File: src/design/ssbk_pkg.sv
package ssbk_pkg;

    // Table capacity and derived widths
    localparam int MAX_RECORDS = 16;
    localparam int IDX_W       = $clog2(MAX_RECORDS);
    localparam int CNT_W       = $clog2(MAX_RECORDS + 1);

    // Record field widths
    localparam int KEY_W   = 16;
    localparam int SCORE_W = 14;
    localparam int POS_W   = 4;
    localparam int REC_W   = KEY_W + SCORE_W + POS_W;

    // Stream widths, padded to whole bytes
    localparam int IN_DATA_W  = 32;
    localparam int OUT_DATA_W = 40;

    // Command codes carried on the input tuser
    localparam logic OP_LOAD = 1'b0;
    localparam logic OP_SORT = 1'b1;

    typedef struct packed {
        logic [POS_W-1:0]   pos;
        logic [SCORE_W-1:0] score;
        logic [KEY_W-1:0]   key;
    } rec_t;

    typedef struct packed {
        logic             en;
        logic [IDX_W-1:0] addr;
        rec_t             data;
    } store_wr_t;

    typedef struct packed {
        logic             en;
        logic [IDX_W-1:0] addr_a;
        logic [IDX_W-1:0] addr_b;
    } store_rd_t;

endpackage

File: src/design/ssbk_store.sv
module ssbk_store
    import ssbk_pkg::*;
(
    input  logic      clk,
    input  store_wr_t wr,
    input  store_rd_t rd,
    output rec_t      rd_a,
    output rec_t      rd_b
);

    rec_t mem [MAX_RECORDS];
    rec_t rd_a_reg;
    rec_t rd_b_reg;

    // Write one entry per cycle
    always_ff @(posedge clk)
    begin
        if (wr.en)
        begin
            mem[wr.addr] <= wr.data;
        end
    end

    // Read two entries, hold the data until the next read request
    always_ff @(posedge clk)
    begin
        if (rd.en)
        begin
            rd_a_reg <= mem[rd.addr_a];
            rd_b_reg <= mem[rd.addr_b];
        end
    end

    assign rd_a = rd_a_reg;
    assign rd_b = rd_b_reg;

endmodule

File: src/design/shell_sort_by_key_core.sv
// Channel  Dir  Fields (lowest bit up)                            Beat
// s_*      in   tuser: operation; tdata: roll_number, score, pad   load or sort command
// m_*      out  tdata: sorted_key, sorted_score, load_position,    one sorted record
//               pad; tlast: last
//
// Loads stream back to back. A sort reads each pair in ST_PASS and compares it in ST_CMP;
// a swap adds ST_SWAP for the second write (one write port on the record memory), and
// each pass ends in a further ST_PASS. Each record out is read in ST_EMIT_RD, sent in ST_EMIT.
// s_tready is low from the sort command until the last record is in the output register.
// A stalled output holds ST_EMIT; rst_n clears the count and control, not the table.
module shell_sort_by_key_core
    import ssbk_pkg::*;
(
    input  logic                  clk,
    input  logic                  rst_n,
    input  logic                  s_tvalid,
    output logic                  s_tready,
    input  logic [IN_DATA_W-1:0]  s_tdata,   // roll_number[15:0], score[29:16], zero pad
    input  logic                  s_tuser,   // operation
    output logic                  m_tvalid,
    input  logic                  m_tready,
    output logic [OUT_DATA_W-1:0] m_tdata,   // sorted_key[15:0], sorted_score[29:16],
                                             // load_position[33:30], zero pad
    output logic                  m_tlast    // last
);

    localparam logic [2:0] ST_IDLE    = 3'd0;
    localparam logic [2:0] ST_PASS    = 3'd1;
    localparam logic [2:0] ST_CMP     = 3'd2;
    localparam logic [2:0] ST_SWAP    = 3'd3;
    localparam logic [2:0] ST_EMIT_RD = 3'd4;
    localparam logic [2:0] ST_EMIT    = 3'd5;

    localparam int SUM_W = CNT_W + 1;

    logic [2:0]       state_reg, state_next;
    logic [CNT_W-1:0] count_reg, count_next;
    logic [CNT_W-1:0] n_reg, n_next;
    logic [CNT_W-1:0] gap_reg, gap_next;
    logic [IDX_W-1:0] idx_reg, idx_next;
    logic             swapped_reg, swapped_next;
    logic             out_valid_reg, out_valid_next;
    rec_t             out_rec_reg, out_rec_next;
    logic             out_last_reg, out_last_next;

    store_wr_t        wr;
    store_rd_t        rd;
    rec_t             rd_a;
    rec_t             rd_b;

    logic             in_beat;
    logic [SUM_W-1:0] pair_sum;
    logic             pair_in_range;
    logic [CNT_W-1:0] gap_half;
    logic             out_free;
    logic             emit_last;
    logic [POS_W-1:0] load_pos;

    ssbk_store u_store (
        .clk  (clk),
        .wr   (wr),
        .rd   (rd),
        .rd_a (rd_a),
        .rd_b (rd_b)
    );

    assign s_tready = (state_reg == ST_IDLE);
    assign in_beat  = s_tvalid && s_tready;

    // Partner index and end-of-pass test
    assign pair_sum      = SUM_W'(idx_reg) + SUM_W'(gap_reg);
    assign pair_in_range = pair_sum < SUM_W'(n_reg);
    assign gap_half      = gap_reg >> 1;

    assign out_free  = !out_valid_reg || m_tready;
    assign emit_last = (SUM_W'(idx_reg) + SUM_W'(1)) == SUM_W'(n_reg);
    assign load_pos  = POS_W'(count_reg);

    // Sequencer
    always_comb
    begin
        state_next     = state_reg;
        count_next     = count_reg;
        n_next         = n_reg;
        gap_next       = gap_reg;
        idx_next       = idx_reg;
        swapped_next   = swapped_reg;
        out_valid_next = out_valid_reg;
        out_rec_next   = out_rec_reg;
        out_last_next  = out_last_reg;

        wr.en          = 1'b0;
        wr.addr        = idx_reg;
        wr.data        = rd_b;
        rd.en          = 1'b0;
        rd.addr_a      = idx_reg;
        rd.addr_b      = pair_sum[IDX_W-1:0];

        // Drop the output beat once taken
        if (out_valid_reg && m_tready)
        begin
            out_valid_next = 1'b0;
        end

        case (state_reg)
            ST_IDLE:
            begin
                if (in_beat)
                begin
                    if (s_tuser == OP_LOAD)
                    begin
                        if (count_reg < CNT_W'(MAX_RECORDS))
                        begin
                            wr.en         = 1'b1;
                            wr.addr       = count_reg[IDX_W-1:0];
                            wr.data.key   = s_tdata[KEY_W-1:0];
                            wr.data.score = s_tdata[KEY_W +: SCORE_W];
                            wr.data.pos   = load_pos;
                            count_next    = count_reg + CNT_W'(1);
                        end
                    end
                    else if (count_reg != '0)
                    begin
                        n_next       = count_reg;
                        gap_next     = count_reg >> 1;
                        idx_next     = '0;
                        swapped_next = 1'b0;
                        if ((count_reg >> 1) == '0)
                        begin
                            state_next = ST_EMIT_RD;
                        end
                        else
                        begin
                            state_next = ST_PASS;
                        end
                    end
                end
            end

            ST_PASS:
            begin
                if (pair_in_range)
                begin
                    rd.en      = 1'b1;
                    state_next = ST_CMP;
                end
                else if (swapped_reg)
                begin
                    // Repeat the pass at the same gap
                    idx_next     = '0;
                    swapped_next = 1'b0;
                end
                else
                begin
                    // Halve the gap, or finish after gap one
                    gap_next     = gap_half;
                    idx_next     = '0;
                    swapped_next = 1'b0;
                    if (gap_half == '0)
                    begin
                        state_next = ST_EMIT_RD;
                    end
                end
            end

            ST_CMP:
            begin
                if (rd_a.key > rd_b.key)
                begin
                    wr.en      = 1'b1;
                    wr.addr    = idx_reg;
                    wr.data    = rd_b;
                    state_next = ST_SWAP;
                end
                else
                begin
                    idx_next   = idx_reg + IDX_W'(1);
                    state_next = ST_PASS;
                end
            end

            ST_SWAP:
            begin
                wr.en        = 1'b1;
                wr.addr      = pair_sum[IDX_W-1:0];
                wr.data      = rd_a;
                swapped_next = 1'b1;
                idx_next     = idx_reg + IDX_W'(1);
                state_next   = ST_PASS;
            end

            ST_EMIT_RD:
            begin
                rd.en      = 1'b1;
                state_next = ST_EMIT;
            end

            ST_EMIT:
            begin
                if (out_free)
                begin
                    out_valid_next = 1'b1;
                    out_rec_next   = rd_a;
                    out_last_next  = emit_last;
                    if (emit_last)
                    begin
                        count_next = '0;
                        state_next = ST_IDLE;
                    end
                    else
                    begin
                        idx_next   = idx_reg + IDX_W'(1);
                        state_next = ST_EMIT_RD;
                    end
                end
            end

            default:
            begin
                state_next = ST_IDLE;
            end
        endcase
    end

    // Control state
    always_ff @(posedge clk or negedge rst_n)
    begin
        if (!rst_n)
        begin
            state_reg     <= ST_IDLE;
            count_reg     <= '0;
            out_valid_reg <= 1'b0;
        end
        else
        begin
            state_reg     <= state_next;
            count_reg     <= count_next;
            out_valid_reg <= out_valid_next;
        end
    end

    // Sort bookkeeping and output payload
    always_ff @(posedge clk)
    begin
        n_reg        <= n_next;
        gap_reg      <= gap_next;
        idx_reg      <= idx_next;
        swapped_reg  <= swapped_next;
        out_rec_reg  <= out_rec_next;
        out_last_reg <= out_last_next;
    end

    assign m_tvalid = out_valid_reg;
    assign m_tdata  = {(OUT_DATA_W - REC_W)'(0), out_rec_reg};
    assign m_tlast  = out_last_reg;

endmodule
File: config.mk
export PLATFORM = sky130hd
export DESIGN_NAME = shell_sort_by_key_core
export DESIGN_NICKNAME = d
export VERILOG_FILES = /design/src/design/ssbk_pkg.sv /design/src/design/ssbk_store.sv /design/src/design/shell_sort_by_key_core.sv
export SDC_FILE = /design/constraint.sdc
export NUM_CORES = 1
export LEC_CHECK = 0
export ABC_CLOCK_PERIOD_IN_PS = 9000
export BUFFER_PORTS_ARGS = -buffer_cell sky130_fd_sc_hd__clkbuf_2
export CORE_AREA = 3 3 229 231
export DETAILED_ROUTE_END_ITERATION = 10
export DIE_AREA = 0 0 232 234
export PLACE_DENSITY = 0.83
export SKIP_CTS_REPAIR_TIMING = 1
export SYNTH_ARGS = -nofsm -noshare
export SYNTH_HDL_FRONTEND = slang
export SYNTH_SLANG_ARGS = --single-unit
File: constraint.sdc
create_clock -name clk -period 9 [get_ports clk]
set_clock_uncertainty 0.1 [all_clocks]
set_input_delay 0.9 -clock clk [delete_from_list [all_inputs] [get_ports clk]]
set_output_delay 0.9 -clock clk [all_outputs]
set_load 0.005 [all_outputs]
After elaboration in Yosys (flattened, before gate mapping) --
Memories as Yosys holds them, arrays and structs flattened. A register that Yosys moved wholly into a read port is not among the register bits. Index checks and enable logic that the tools add are counted.
Word-level totals: flip-flop bits (word level) 59, memory bits (writable) 544, output and inout port bits 43, memories 1
Memories:
- u_store.mem | words 16, width 34, read ports 2, clocked after memory_dff 2, wr ports 1, RTL line ssbk_store.sv:11 | rec_t mem [MAX_RECORDS];
Operators by class: $add $sub $neg 4, order comparisons 3, eq/ne operators 19, muxes and demuxes 48, reductions and logical operators 19
Operators with widths (count):
- $mux W39 | 4
- $pmux W39 S3 | 1
- $mux W5 | 10
- $mux W4 | 7
- $mux W3 | 9
- $pmux W4 S5 | 1
- $pmux W5 S2 | 2
- $pmux W3 S6 | 1
- $reduce_and A6 Y1 | 3
- $gt A16 B16 Y1 | 1
- $ne A2 B2 Y1 const B | 7
- $logic_not A5 Y1 | 2
- $mux W1 | 10
- $reduce_bool A5 Y1 | 2
- $ne A2 B1 Y1 const B | 4
- $reduce_and A8 Y1 | 1
- $add A4 B5 Y6 | 1
- $eq A3 B2 Y1 const B | 2
- $eq A3 B3 Y1 const B | 2
- $lt A6 B5 Y1 | 1
- $ne A3 B3 Y1 const B | 2
- $add A4 B1 Y5 const B | 1
- $add A5 B1 Y5 const B | 1
- $eq A5 B5 Y1 | 1
- other kinds (15) | 17

Depth between registers and ports, before layout --
Gate-level depths: netlist of run 1.
depth after elaboration 7, mapped depth 11, mapped depth without buffers 10

By module --
A second synthesis of run 1 with hierarchy kept.
Second synthesis, totals: cells, all modules 1546, area, all modules 30002.5 um^2
By module, submodules not included:
- ssbk_store | instances 1, cells an instance 1209, area an instance 26389.1 um^2, sequential area each 18377.6 um^2
- shell_sort_by_key_core | instances 1, cells an instance 337, area an instance 3613.5 um^2, sequential area each 1696.6 um^2

Worst setup path after synthesis of run 1 --
OpenSTA, ideal clock, no wires.
path type register -> register, from reg idx_reg[0], to mem u_store.mem[14][0] (netlist name), enable pin, library setup time 0.609 ns, data arrival time 7.309 ns, data required time 8.291 ns, setup slack 0.981 ns, stages on the path, launching flop included 8, path buffers 1, clock period less this slack 8.019 ns, cell sequence edfxtp_1 > ha_1 > fa_1 > clkbuf_1 > nand3_1 > a21oi_1 > o211ai_1 > a2111oi_0
Between the ends: word-level cells in the longest chain between the ends 4, elaborated cells between the ends (all ways) 6, classes of those cells add/sub (1); mux (5)
Ends and longest elaborated chain:
- start: declaration | RTL line shell_sort_by_key_core.sv:40 | logic [IDX_W-1:0] idx_reg, idx_next;
- start signal: assignment | RTL line shell_sort_by_key_core.sv:247 | idx_reg <= idx_next;
- branches (longest 3 deep; another with $add A4 B5 Y6)
- $pmux W39 S3 (*) | RTL line shell_sort_by_key_core.sv:105 | case (state_reg)
- end: declaration | RTL line ssbk_store.sv:11
Mark *: on every way between the ends.

==> flow_summary.ini, run 1 <==
[clock_tree]
clock_sinks = 670
numCtsBuffers = 68
tritoncts = built
cts_root_buf = clkbuf_16
htree_levels = 3
clkLatencyLatePin_ns = 0.61
cts.clk_slew.worst_paths_ns = 0.06
clock_path_buffers = 3

[yosys]
syn_area_per_cell_um2 = 21.67
synth_top_flop_cell = edfxtp_1
ys_types = 70
synth-compound-area-share_pct = 3.478
yosys-mux-area-fraction_pct = 25.37
ys_warn_count = 0
synth_edf_count = 661
ys_seq_elements = 670
yosys.area_share.simple_pct = 1.327
synth_top_family_by_area = multiplexers
seq_area_frac_synth_pct = 66.12
postSynthCellCount = 1401
synthXorXnorAreaFrac_pct = 0.1978
async_flop_share_pct = 1.343
synth.cell_area_mm2 = 0.03036
synth_fa_ha_area_share_pct = 1.179

[timing]
hold_viol = 0
rsz0062_at_grt = no
drv_slew = 0
final-setup-viol-count = 0
worstMarginPinSlew_ns = 1.293
finalCritPeriodShare_pct = 59.46
max_slew_margin_pct = 13.80
setup_slack_ns = 3.648
min_period_ns = 5.352
whs_ns = 0.06064
max_freq_mhz = 186.9
finalSetupTns_ns = 0

[route]
routed_wl_mm = 79.07
first_iter_violations = 2426
top_layer = met4
dr_wl_met3_mm = 9.743
routed-wl-met2_mm = 39.58
m1WireLength_mm = 26.12
via_per_inst = 7.551
num_vias = 16642
drc = 0
drt_pass1_iterations = 6
detail-route-antenna-nets = 0
wl_per_cell_um = 35.87

[critical_path]
cp.arrival_ns = 5.47
cp-end-kind = flip-flop
critical_path.top_delay_family = buffers and inverters
path_cells = buf_12 > ha_1 > a21o_1 > a21oi_2 > xnor2_4 > buf_4 > ha_1 > o21ai_0 > nand2b_1 > a31oi_1 > nand3_1 > a21oi_4 > buf_4
worst_ep_required_time_ns = 9.11
crit_fanout = 142
crit_buf_inv = 3
worstSetupStartpointType = flip-flop
worstSetupPathType = reg -> reg
critPathMaxStageDelay_ns = 0.79
crit_path_top_delay_cell = buf_4

[global_routing]
grt_start_max_net_pins = 143
grt_pass1_vias = 17612
grtUsageTotal_pct = 30.14
grt_pass1_wl_mm = 117.0
antenna_found_initial = 1
grt_remaining_overflow = 0

[die]
num_rows = 82
die_x_um = 232
die_h_um = 234
core_mm2 = 0.05027
start_util_pct = 60.39
io_pins = 80
die_area_mm2 = 0.05429

[finish]
drive_gt1_share_pct = 38.38
largest_register_ff_count = 544
fillers = 2970
final_nets = 1555
num_antenna_cells = 0
synthToLayoutAreaGrowth_pct = 11.41
regMostFlops = u_store.mem

[placement]
hpwl_mm = 39.45
numPortBuffers = 71
place.gp.congestion = 0.8156
place_ws_ns = 3.633

[run]
drv_cap = 0

[status]
status = finished clean

[power_and_ir_drop]
total_power_mw = 13.79
p_per_area_mw_per_mm2 = 407.7
leakagePower_nw = 10.84
vdd_drop_max_mv = 0.4287

[min_path]
min-delay-path-class = in -> async
==> per-layer routing <==
metal  vias up  global-route usage, %
met4         0                  13.44
met3       273                  6.742
met1      8617                  39.84
met2      1415                  49.08
li1       6337                      -
met5         -                      0
==> cell usage after synthesis, types with 4 or more instances <==
cell type | count | share of area (%)
edfxtp_1 | 661 | 65
mux4_2 | 340 | 25
inv_1 | 58 | 0.72
clkbuf_1 | 44 | 0.54
a222oi_1 | 32 | 1.1
buf_2 | 31 | 0.51
ha_1 | 27 | 1.1
nand2_1 | 16 | 0.20
nor2_1 | 16 | 0.20
buf_1 | 13 | 0.16
buf_4 | 12 | 0.30
a21oi_1 | 11 | 0.18
o21ai_0 | 11 | 0.18
a2111oi_2 | 10 | 0.49
nand3_1 | 10 | 0.16
dfrtp_1 | 9 | 0.74
a21o_1 | 7 | 0.17
nand2b_1 | 6 | 0.12
a22oi_1 | 5 | 0.12
a2111oi_1 | 4 | 0.13
nor3_1 | 4 | 0.066
o211ai_1 | 4 | 0.099
==> cells in the final DEF, fill, tap and decap left out, types with 8 or more instances in the layout <==
master       n
a2111oi_4   10
clkbuf_1    13
mux4_2     340
clkinv_1     9
o21ai_0     11
ha_1        26
buf_4       42
clkinv_2     8
inv_1       58
a222oi_1    32
a21oi_1     10
nand3_1     10
clkbuf_16   71
nor2_1      14
nand2_1     16
edfxtp_1   661
dfrtp_1      9
clkbuf_2    71
==> stage by stage <==
step	std cells	instance area [µm²]	util (%)
floorplan	1406	30380	-
global placement	2092	31700	63.06
detailed placement	2092	31700	63.06
CTS	2204	33820	67.28
global route	2204	33820	67.28
finish	2204	33820	67.28
==> path summary, 6_finish.rpt <==
kind	start	to	slack, ns	depth (start not counted)
max reg2reg	idx_reg[1]	u_store.rd_a[23]	3.65	13
min	rst_n	count_reg[4]	0.06	1
min in group clk	u_store.rd_a[29]	m_tdata[29]	0.35	0
min reg2reg	u_store.rd_a[29]	m_tdata[29]	0.35	0
max in group asynchronous	rst_n	state_reg[2]	8.52	1
max	idx_reg[1]	u_store.rd_a[23]	3.65	13
==> cell families after synthesis <==
| family | Yosys count |
|---|---|
| AND/OR/NAND/NOR | 75 |
| XOR/XNOR | 6 |
| adder cells (fa/ha/maj) | 28 |
| AO/OA/AOI/OAI | 116 |
| multiplexers | 344 |
| buffers and inverters | 161 |
| flip-flops | 670 |
| other | 1 |
==> area by class of cell <==
class	count	area, µm²	share of cell area, %
clock buffer	84	1826	5.397
timing repair buffer	116	730.7	2.160
clock inverter	28	294.0	0.8693
multi-input combinational	575	9837	29.08
inverter	59	221.5	0.6548
tap	672	840.8	2.486
sequential	670	20070	59.35
==> where the power goes <==
part	leakage (nW)	internal [mW]	switching [mW]
registers	6.11	4.68	0.297
clock network	1.03	1.61	1.16
logic	3.69	2.74	3.31
(Power assumes the default switching activity.)
==> inputs of run 2 (changes only) <==
--- a/config.mk
+++ b/config.mk
@@ -5,12 +5,12 @@
 export SDC_FILE = /design/constraint.sdc
 export NUM_CORES = 1
 export LEC_CHECK = 0
-export ABC_CLOCK_PERIOD_IN_PS = 9000
+export ABC_CLOCK_PERIOD_IN_PS = 4300
 export BUFFER_PORTS_ARGS = -buffer_cell sky130_fd_sc_hd__clkbuf_2
-export CORE_AREA = 3 3 229 231
+export CORE_AREA = 3 3 235 237
 export DETAILED_ROUTE_END_ITERATION = 10
-export DIE_AREA = 0 0 232 234
-export PLACE_DENSITY = 0.83
+export DIE_AREA = 0 0 238 240
+export PLACE_DENSITY = 0.82
 export SKIP_CTS_REPAIR_TIMING = 1
 export SYNTH_ARGS = -nofsm -noshare
 export SYNTH_HDL_FRONTEND = slang
==> constraint.sdc (replaced) <==
create_clock -name clk -period 4.3 [get_ports clk]
set_clock_uncertainty 0.1 [all_clocks]
set_input_delay 0.43 -clock clk [delete_from_list [all_inputs] [get_ports clk]]
set_output_delay 0.43 -clock clk [all_outputs]
set_load 0.005 [all_outputs]
==> run 2 against run 1 <==
Register-to-register slack worse by 3.2 ns. Combinational power up 110%. Cell area increased by 1.1%. First-iteration DRC count increased by 12%. Clock power rose by 110%. Cell count up 2.1%. Non-clock buffer count increased by 17. Global-route usage fell by 2.3 points. Maximum frequency grew 39%. Setup slack got worse by 3.2 ns. Highest routed layer unchanged. Sequential power grew 110%. Clock-buffer cell count down 1.
==> flow_summary.ini, run 2 (synthesis gave the netlist of run 1 again) <==
[clock_tree]
numCtsBuffers = 67
htree_levels = 3
cts_root_buf = clkbuf_16
clkLatencyLatePin_ns = 0.62
tritoncts = built
clock_sinks = 670
clock_path_buffers = 3
cts.clk_slew.worst_paths_ns = 0.07

[route]
routed_wl_mm = 77.85
first_iter_violations = 2712
num_vias = 16530
drc = 0
detail-route-antenna-nets = 0
via_per_inst = 7.343
wl_per_cell_um = 34.59
drt_pass1_iterations = 9

[placement]
hpwl_mm = 40.96
place.gp.congestion = 0.8739
numPortBuffers = 71

[global_routing]
grt_pass1_vias = 17450
antenna_found_initial = 0
grt_remaining_overflow = 0
grt_pass1_wl_mm = 114.4
grt_start_max_net_pins = 142
grtUsageTotal_pct = 27.89

[timing]
finalSetupTns_ns = 0
finalCritPeriodShare_pct = 89.85
max_freq_mhz = 258.8
worstMarginPinSlew_ns = 1.302
rsz0062_at_grt = no
drv_slew = 0
max_slew_margin_pct = 13.18
min_period_ns = 3.864
final-setup-viol-count = 0
hold_viol = 0

[finish]
synthToLayoutAreaGrowth_pct = 12.64
drive_gt1_share_pct = 38.97
regMostFlops = u_store.mem
layout_common_cells = 661 x edfxtp_1, 340 x mux4_2, 71 x clkbuf_2
largest_register_ff_count = 544
post-route-util_pct = 63.92
final_common_cell = edfxtp_1
num_antenna_cells = 0
final_nets = 1571

[power_and_ir_drop]
power_frac_seq_pct = 35.5
clock_power_share_pct = 19.8
leakagePower_nw = 10.96
p_per_area_mw_per_mm2 = 851.2
p_sw_mw = 10.10
vdd_drop_max_mv = 0.9071
comb_power_share_pct = 44.6
total_power_mw = 29.11
power.internal_mw = 19.01
switching_share_pct = 34.69

[die]
die_x_um = 238
die_area_mm2 = 0.05712
num_rows = 85
core_mm2 = 0.05350
start_util_pct = 56.75
io_pins = 80
die_h_um = 240

[critical_path]
cp.arrival_ns = 4.01
crit_fanout = 52
cp-end-kind = flip-flop
worst_ep_required_time_ns = 4.45
worstSetupStartpointType = flip-flop
worstSetupPathType = reg -> reg

[min_path]
min-delay-path-class = in -> async

[status]
status = finished clean

[run]
drv_cap = 0
-- run 2: cell count changes in the layout (fill, tap and decap cells not counted), sizes merged --
cell and change:
buf +16, clkinv +5, inv +3, clkbuf -1, clkinvlp -1, dlygate4sd3 +1
-- run 2: layer usage --
| metal | global-route usage, % | wire length (µm) |
|---|---|---|
| met5 | 0 | 0 |
| met4 | 12.06 | 3151 |
| met3 | 6.481 | 8753 |
| met2 | 46.18 | 39620 |
| met1 | 36.14 | 26330 |
-- run 2: critical path: stages, from the launching register on --
cell,delay [ns]
edfxtp_1,0.47
ha_4,0.21
fa_4,0.80
ha_1,0.25
a2111o_1,0.40
a31oi_1,0.46
nand3_1,0.21
a21oi_4,0.22
buf_12,0.36
-- run 2: power by group through the flow --
stage	Clock, mW	Sequential [mW]	Combinational, mW
2_1_floorplan	0	10.2	9.34
3_3_place_gp	0	10.4	12.5
3_5_place_dp	0	10.4	12.8
4_1_cts	5.84	10.3	13.0
5_1_grt	6.08	10.4	13.8
6_report	5.77	10.3	13.0
-- run 2: cell type report --
| cell class | instances | area, µm² |
|---|---|---|
| Clock inverter | 35 | 352.8 |
| Clock buffer | 83 | 1779 |
| Multi-Input combinational cell | 575 | 9912 |
| Tap cell | 696 | 870.8 |
| Sequential cell | 670 | 20070 |
| Fill cell | 3313 | 19300 |
| Timing Repair Buffer | 133 | 985.9 |
| Inverter | 59 | 221.5 |
-- run 2: path summary, 6_finish.rpt --
| path | cells after the start | slack [ns] | startpoint | to |
|---|---|---|---|---|
| max | 8 | 0.44 | idx_reg[0] | u_store.rd_b[26] |
| min | 2 | 0.11 | rst_n | m_tvalid |
| max reg2reg | 8 | 0.44 | idx_reg[0] | u_store.rd_b[26] |
| min reg2reg | 0 | 0.35 | u_store.rd_a[25] | m_tdata[25] |
| max in group asynchronous | 2 | 3.78 | rst_n | state_reg[0] |
| min in group clk | 4 | 0.16 | m_tready | state_reg[2] |
-- run 2: stage by stage --
step,area [µm²],instances,hold slack (ns),worst slack (ns)
detailed placement,32050,2132,0.2000,0.5730
floorplan,30500,1406,0.03441,-0.3590
global placement,32050,2132,0.1908,0.6272
CTS,34190,2250,-0.4503,0.5078
global route,34200,2251,0.1175,0.3048
finish,34200,2251,0.1110,0.4364
